<file path="config.mk">
export PLATFORM = sky130hd
export DESIGN_NAME = top_k_fitness_tracker_unit_flat
export DESIGN_NICKNAME = d
export VERILOG_FILES = /design/src/design/tkft_pkg.sv /design/src/design/tkft_in_if.sv /design/src/design/tkft_out_if.sv /design/src/design/tkft_cell.sv /design/src/design/top_k_fitness_tracker_unit.sv /design/src/flat_wrapper.sv
export SDC_FILE = /design/constraint.sdc
export NUM_CORES = 2
export LEC_CHECK = 0
export BUFFER_PORTS_ARGS = -buffer_cell sky130_fd_sc_hd__clkbuf_2
export CORE_UTILIZATION = 45
export DETAILED_ROUTE_END_ITERATION = 6
export SYNTH_ARGS = -nofsm -noshare
export SYNTH_HDL_FRONTEND = slang
export SYNTH_SLANG_ARGS = --single-unit
</file>
<file path="constraint.sdc">
create_clock -name clk -period 13.3 [get_ports clk]
set_clock_uncertainty 0.05 [all_clocks]
set_input_delay 1.33 -clock clk [delete_from_list [all_inputs] [get_ports clk]]
set_output_delay 1.33 -clock clk [all_outputs]
set_load 0.05 [all_outputs]
</file>
<file path="src/design/tkft_pkg.sv">
// tkft_pkg: shared types, command codes and defaults for the top-k fitness tracker
// used by the channel interfaces, the list cell and the top level
package tkft_pkg;

  localparam int CAPACITY_DEF = 16;

  // command codes of an input beat
  localparam logic [1:0] CMD_OFFER = 2'd0;
  localparam logic [1:0] CMD_CLEAR = 2'd1;
  localparam logic [1:0] CMD_READ  = 2'd2;

  typedef struct packed {
    logic [1:0]         command;
    logic [31:0]        agent_id;
    logic signed [31:0] fitness;
    logic [31:0]        complexity_bits;
    logic [3:0]         read_rank;
  } in_item_t;

  typedef struct packed {
    logic               accepted;
    logic [3:0]         placed_rank;
    logic [4:0]         list_size;
    logic [31:0]        out_agent_id;
    logic signed [31:0] out_fitness;
    logic [31:0]        out_complexity_bits;
  } out_item_t;

  // one stored list entry
  typedef struct packed {
    logic signed [31:0] fitness;
    logic [31:0]        agent;
    logic [31:0]        complexity;
  } entry_t;

  // broadcast control from the top level to every cell
  typedef struct packed {
    logic insert;
    logic clear;
  } cell_ctl_t;

endpackage

</file>
<file path="src/design/tkft_in_if.sv">
// tkft_in_if: valid/ready channel carrying input beats
// depends on tkft_pkg for the payload type
interface tkft_in_if;
  import tkft_pkg::*;

  logic     valid;
  logic     ready;
  in_item_t data;

  modport source (output valid, output data, input ready);
  modport sink   (input valid, input data, output ready);
endinterface

</file>
<file path="src/design/tkft_out_if.sv">
// tkft_out_if: valid/ready channel carrying result beats
// depends on tkft_pkg for the payload type
interface tkft_out_if;
  import tkft_pkg::*;

  logic      valid;
  logic      ready;
  out_item_t data;

  modport source (output valid, output data, input ready);
  modport sink   (input valid, input data, output ready);
endinterface

</file>
<file path="src/design/tkft_cell.sv">
// tkft_cell: one rank of the sorted list, holds one entry and shifts from its left neighbor
// depends on tkft_pkg
module tkft_cell (
  input  logic                clk,
  input  logic                rst,
  input  tkft_pkg::cell_ctl_t ctl,
  input  tkft_pkg::entry_t    new_entry,
  input  tkft_pkg::entry_t    left_entry,
  input  logic                left_pos_le,
  input  logic                valid,
  output tkft_pkg::entry_t    entry,
  output logic                pos_le
);
  import tkft_pkg::*;

  // insertion point is at or before this rank
  assign pos_le = !valid || ($signed(new_entry.fitness) > $signed(entry.fitness));

  always_ff @(posedge clk) begin
    if (rst) begin
      entry <= '0;
    end else if (ctl.clear) begin
      entry <= '0;
    end else if (ctl.insert) begin
      if (left_pos_le) begin
        entry <= left_entry;
      end else if (pos_le) begin
        entry <= new_entry;
      end
    end
  end
endmodule

</file>
<file path="src/design/top_k_fitness_tracker_unit.sv">
// top_k_fitness_tracker_unit: sorted top-k list built as a row of tkft_cell ranks
// depends on tkft_pkg, tkft_in_if, tkft_out_if and tkft_cell
// latency: a result beat is presented the cycle after its input beat is accepted
// throughput: one beat per cycle while no result is stalled; every rank compares and shifts in the same cycle
// in_ch.ready drops only while a result waits and out_ch.ready is low
// reset: synchronous, clears every entry, the size and the result valid flag
module top_k_fitness_tracker_unit #(
  parameter int CAPACITY = tkft_pkg::CAPACITY_DEF
) (
  input logic      clk,
  input logic      rst,
  tkft_in_if.sink  in_ch,
  tkft_out_if.source out_ch
);
  import tkft_pkg::*;

  localparam int CW = $clog2(CAPACITY + 1);
  localparam int RW = (CAPACITY > 1) ? $clog2(CAPACITY) : 1;

  // list size
  logic [CW-1:0] count;
  logic [CW-1:0] count_next;

  entry_t              entries [CAPACITY];
  logic [CAPACITY-1:0] pos_le;
  logic [CAPACITY-1:0] first;
  logic [CAPACITY-1:0] valid;

  entry_t    new_entry;
  cell_ctl_t ctl;
  logic      in_acc;
  logic      is_offer;
  logic      do_insert;
  logic      full;
  logic [RW-1:0] placed;
  entry_t    rd_tab [16];
  entry_t    rd_entry;
  out_item_t result;

  assign in_ch.ready = !out_ch.valid || out_ch.ready;
  assign in_acc      = in_ch.valid && in_ch.ready;
  assign is_offer    = (in_ch.data.command == CMD_OFFER);

  assign new_entry.fitness    = in_ch.data.fitness;
  assign new_entry.agent      = in_ch.data.agent_id;
  assign new_entry.complexity = in_ch.data.complexity_bits;

  // last rank says whether the offer gets in: empty slot there or beaten
  assign full      = (count == CW'(CAPACITY));
  assign do_insert = is_offer && pos_le[CAPACITY-1];

  assign ctl.insert = in_acc && do_insert;
  assign ctl.clear  = in_acc && (in_ch.data.command == CMD_CLEAR);

  // row of cells, rank 0 leftmost
  for (genvar i = 0; i < CAPACITY; i++) begin : g_cell
    assign valid[i] = (count > CW'(i));
    if (i == 0) begin : g_head
      assign first[i] = pos_le[i];
      tkft_cell u_cell (
        .clk         (clk),
        .rst         (rst),
        .ctl         (ctl),
        .new_entry   (new_entry),
        .left_entry  ('0),
        .left_pos_le (1'b0),
        .valid       (valid[i]),
        .entry       (entries[i]),
        .pos_le      (pos_le[i])
      );
    end else begin : g_body
      assign first[i] = pos_le[i] && !pos_le[i-1];
      tkft_cell u_cell (
        .clk         (clk),
        .rst         (rst),
        .ctl         (ctl),
        .new_entry   (new_entry),
        .left_entry  (entries[i-1]),
        .left_pos_le (pos_le[i-1]),
        .valid       (valid[i]),
        .entry       (entries[i]),
        .pos_le      (pos_le[i])
      );
    end
  end

  // rank of the insertion point, one-hot to binary
  always_comb begin
    placed = '0;
    for (int i = 0; i < CAPACITY; i++) begin
      if (first[i]) begin
        placed = placed | RW'(i);
      end
    end
  end

  // read port covers the ranks the 4-bit field can name, zero beyond capacity
  for (genvar r = 0; r < 16; r++) begin : g_rd
    if (r < CAPACITY) begin : g_hit
      assign rd_tab[r] = entries[r];
    end else begin : g_miss
      assign rd_tab[r] = '0;
    end
  end
  assign rd_entry = rd_tab[in_ch.data.read_rank];

  always_comb begin
    count_next = count;
    if (ctl.clear) begin
      count_next = '0;
    end else if (ctl.insert && !full) begin
      count_next = count + CW'(1);
    end
  end

  always_comb begin
    result = '0;
    unique case (in_ch.data.command)
      CMD_OFFER: begin
        if (do_insert) begin
          result.accepted    = 1'b1;
          result.placed_rank = 4'(placed);
        end
      end
      CMD_CLEAR: begin
      end
      CMD_READ: begin
        result.out_agent_id        = rd_entry.agent;
        result.out_fitness         = rd_entry.fitness;
        result.out_complexity_bits = rd_entry.complexity;
      end
      default: begin
      end
    endcase
    if (in_ch.data.command == CMD_CLEAR) begin
      result.list_size = '0;
    end else begin
      result.list_size = 5'(count_next);
    end
  end

  always_ff @(posedge clk) begin
    if (rst) begin
      count        <= '0;
      out_ch.valid <= 1'b0;
    end else begin
      if (in_acc) begin
        count        <= count_next;
        out_ch.valid <= 1'b1;
      end else if (out_ch.ready) begin
        out_ch.valid <= 1'b0;
      end
    end
  end

  // result payload, no reset needed
  always_ff @(posedge clk) begin
    if (in_acc) begin
      out_ch.data <= result;
    end
  end

  // size never runs past capacity
  a_count_bound: assert property (@(posedge clk) disable iff (rst)
    count <= CW'(CAPACITY))
    else $error("list size above capacity");

  // a clear beat empties the list
  a_clear_empty: assert property (@(posedge clk) disable iff (rst)
    ctl.clear |=> (count == '0))
    else $error("clear left entries");

  // a rejected offer leaves the size alone
  a_reject_stable: assert property (@(posedge clk) disable iff (rst)
    (in_acc && is_offer && !pos_le[CAPACITY-1]) |=> $stable(count))
    else $error("rejected offer changed size");

  // a stalled result blocks the input side
  a_stall_blocks: assert property (@(posedge clk) disable iff (rst)
    (out_ch.valid && !out_ch.ready) |-> !in_ch.ready)
    else $error("input taken while result stalled");

  // at most one rank is flagged as the insertion point
  a_pos_monotone: assert property (@(posedge clk) disable iff (rst)
    $onehot0(first))
    else $error("more than one insertion point");
endmodule

</file>
<file path="src/flat_wrapper.sv">
// flat-port wrapper written by rule: the top's interface ports become plain ports
module top_k_fitness_tracker_unit_flat import tkft_pkg::*;
#(
  parameter int CAPACITY = tkft_pkg::CAPACITY_DEF
)
  (clk, rst, in_ch_valid, in_ch_data, in_ch_ready, out_ch_valid, out_ch_data, out_ch_ready);
  tkft_in_if in_ch_i ();
  tkft_out_if out_ch_i ();
  input logic clk;
  input logic rst;
  input wire logic [$bits(in_ch_i.valid)-1:0] in_ch_valid;
  input wire logic [$bits(in_ch_i.data)-1:0] in_ch_data;
  output wire logic [$bits(in_ch_i.ready)-1:0] in_ch_ready;
  output wire logic [$bits(out_ch_i.valid)-1:0] out_ch_valid;
  output wire logic [$bits(out_ch_i.data)-1:0] out_ch_data;
  input wire logic [$bits(out_ch_i.ready)-1:0] out_ch_ready;
  assign in_ch_i.valid = in_ch_valid;
  assign in_ch_i.data = in_ch_data;
  assign in_ch_ready = in_ch_i.ready;
  assign out_ch_valid = out_ch_i.valid;
  assign out_ch_data = out_ch_i.data;
  assign out_ch_i.ready = out_ch_ready;
  top_k_fitness_tracker_unit #(.CAPACITY(CAPACITY)) u_core (.clk(clk), .rst(rst), .in_ch(in_ch_i), .out_ch(out_ch_i));
endmodule
</file>
==> qor.txt <==
Status - finished with violations
Failing checks - design-rule violations
Fin. Hold Viols - 0
Ports - 214
Worst min path class - flip-flop to flip-flop
Switching pwr - 3710 uW
Grt total ovfl - 0
Number of max-cap violations - 0
Setup Crit Path Kind - primary input to flip-flop
FF-to-FF Start - u_core.g_cell[4].g_body.u_cell.entry[95]
# H-tree levels - 4
CP arrival - 7.91 ns
Req. time, crit path - 13.90 ns
Via count - 86105
Clock Tree Buf Depth - 3
Synth Instances - 10534
Max-slew headroom - 6.23%
Synthesized area - 0.0989 sq mm
Setup slack at placement - 5.44 ns
HP Start - u_core.g_cell[0].g_head.u_cell.entry[40]
Count of final max-slew check failures - 0
Worst Path Max Fanout - 110
Cells taking the most area after synthesis - dfxtp_1 (31%), mux4_2 (11%), mux2i_1 (10%), a211oi_1 (9.8%), ha_1 (6.5%)
Worst skew pair latency - 0.90 ns
Sequential share of power - 42.2%
Yosys top cell area share - 31.2%
Crit. Startpoint - in_ch_data[67]
Yosys warns - 0
Area Growth Syn to Fin - 8.50%
Post-synth EDFFs - 106
Final wirelength - 373000 microns
Drt wl/cell - 28.5 microns
Final GP Congestion - 0.959
DP HPWL - 222000 microns
RSZ-0062 raised after global routing - no
Cell-internal power - 9030 uW
P per Cell Area - 119 mW/mm^2
First-pass GRT wire length - 551000 microns
Fraction of registers with async set/reset - 0%
LEAKAGE - 0.0397 uW
Largest net degree at the start of global routing - 249
CP endpoint kind - flip-flop
Sequential fraction of the synthesis area - 34.4%
Post-synthesis net count - 11157
Largest area contributor in the netlist - dfxtp_1
Worst reg2reg endpoint - u_core.g_cell[4].g_body.u_cell.entry[77]
Die height - 471 microns
PortBufs - 213
Worst Tran Pin Value - 1.40 ns
Row cnt - 171
Hold Path Depth - 2
Cell variety after synth - 84
Type of origin of the critical path - primary input
TritonCTS clock tree - done
Antenna viol nets, final - 0
Hold-fix buffers, CTS - 0
DIE AREA - 0.222 sq mm
Final Util - 49.3%
WHS - 0.420 ns
Core footprint - 0.218 sq mm
# clock sinks - 1648
#FFs+latches synth - 1648
Switching Share - 29.1%
CTS Root Buffer Type - clkbuf_16
Synth Flop Type - dfxtp_1
Comb power frac - 14.3%
Top cells by count, synth - dfxtp_1 (1542), a211oi_1 (1295), nor2_1 (1113)
Drt drc - 7
Clk slew on worst S/H paths - 0.06 ns
CTS buffer count - 190
Post-CTS setup buffer count - 0
Clock Power Share - 43.5%
Mean Syn Cell Area - 9.39 sq um
WHS Endpoint - u_core.g_cell[0].g_head.u_cell.entry[40]
Vias in the first global route - 81950
Initial Utilization - 45.4%
Die W - 471 microns
Fraction of layout cells with a size suffix above 1 - 13.2%
Fin nets - 10651
Worst Reg-to-Reg Cells - 13
Drt pass-1 iters - 7
Gr usage total - 32.5%
Initial antenna violation count - 29
Vias per inst - 6.59
Peak Freq - 137 MHz
Reg-to-reg setup timing slack - 6.49 ns
Fillers - 19953
Fin crit share - 54.9%
CTS resizes - 0
VDD IR max - 0.000116 V
Initial DRC Count - 10472
Final setup vio count - 0
Fin crit period - 7.31 ns
Post-route worst setup slack - 5.99 ns
Count leader, synth - dfxtp_1
TNS Setup - 0 ns
-- layout make-up --
class                   count  area, sq um  share of cell area [%]
well taps                2854         3570                    3.33
diodes                     14         35.0                  0.0326
inverters                 597         2240                    2.09
flip-flops and latches   1648        34100                    31.7
multi-input cells        7217        58400                    54.4
clock inverters            76          936                   0.872
clock buffers             282         5580                    5.19
repair buffers            374         2480                    2.31
-- metrics by stage --
stage	instances	total power, uW	cell area, sq um
2_1_floorplan	10534	6660	98900
3_3_place_gp	12689	7220	101000
3_5_place_dp	12689	7270	101000
4_1_cts	13047	12800	107000
5_1_grt	13057	13100	107000
6_report	13062	12700	107000
-- cells by family (layout without fill, tap and decap cells) --
logic type      Yosys count  in the layout  share of synthesized area, %
simple gates           2147           2147                          9.68
compound gates         3042           3042                          21.1
fa+ha+maj               517            517                          6.54
flops                  1648           1648                          34.4
buf+inv                1669           1329                          6.92
other cells               0             14                             0
xor+xnor                  3              3                        0.0266
mux                    1508           1508                          21.3
-- placed cells by master, fill, tap and decap left out, drive strengths merged, types with 24 or more instances in the layout --
cell / instances
ha: 517
dfxtp: 1542
a2111oi: 140
nand3: 58
and3: 201
a21boi: 139
nor2: 1114
o21a: 24
nand4: 90
buf: 164
nand2: 363
inv: 607
edfxtp: 106
a211oi: 1406
nor2b: 118
a21o: 49
a21oi: 1021
clkinv: 47
clkbuf: 492
mux4: 480
mux2i: 1024
nor3: 121
o21ai: 137
-- flip-flops by register name (all words and copies together), names as in the netlist --
signal,count
u_core.count,5
u_core.g_cell.g_body.u_cell.entry,1440
u_core.g_cell.g_head.u_cell.entry,96
u_core.out_ch.data,106
u_core.out_ch.valid,1
-- power by group through the flow --
| stage | registers, uW | clock network (uW) | logic, uW |
|---|---|---|---|
| final | 5380 | 5540 | 1830 |
| after global routing | 5400 | 5790 | 1960 |
| after CTS | 5370 | 5600 | 1800 |
| after detailed placement | 5470 | 0 | 1790 |
| after global placement | 5460 | 0 | 1750 |
| after floorplan | 5480 | 0 | 1180 |
-- worst max-delay path, stage by stage --
cell and delay [ns]:
clkbuf_2 0.08, buf_4 0.41, ha_1 0.40, nand4_1 0.15, nor4_1 0.32, nand3_1 0.23, or3_1 0.40, nand3_1 0.12
mux2_8 0.63, and2_4 0.62, buf_4 0.85, a21o_4 0.93, buf_4 0.97, a211oi_1 0.17
-- worst max path at each step --
stage	to	cells past startpoint
after global placement	u_core.g_cell[4].g_body.u_cell.entry[79]	14
final	u_core.g_cell[4].g_body.u_cell.entry[77]	14
after floorplan	u_core.g_cell[13].g_body.u_cell.entry[57]	10
after detailed placement	u_core.g_cell[4].g_body.u_cell.entry[79]	14
after global routing	u_core.g_cell[4].g_body.u_cell.entry[77]	14
after CTS	u_core.g_cell[4].g_body.u_cell.entry[77]	14
-- routing by layer --
| metal | share of wire, % | vias to the layer above | GRT usage [%] | routed length [microns] |
|---|---|---|---|---|
| met2 | 44 | 4408 | 49.7 | 166000 |
| met4 | 5.3 | 18 | 17.0 | 19600 |
| met1 | 41 | 42583 | 43.5 | 155000 |
| met5 | 0.039 | - | 0 | 146 |
| met3 | 8.8 | 894 | 6.19 | 32800 |
| li1 | - | 38202 | - | - |
Note: power is estimated with default switching activity, not from simulation.
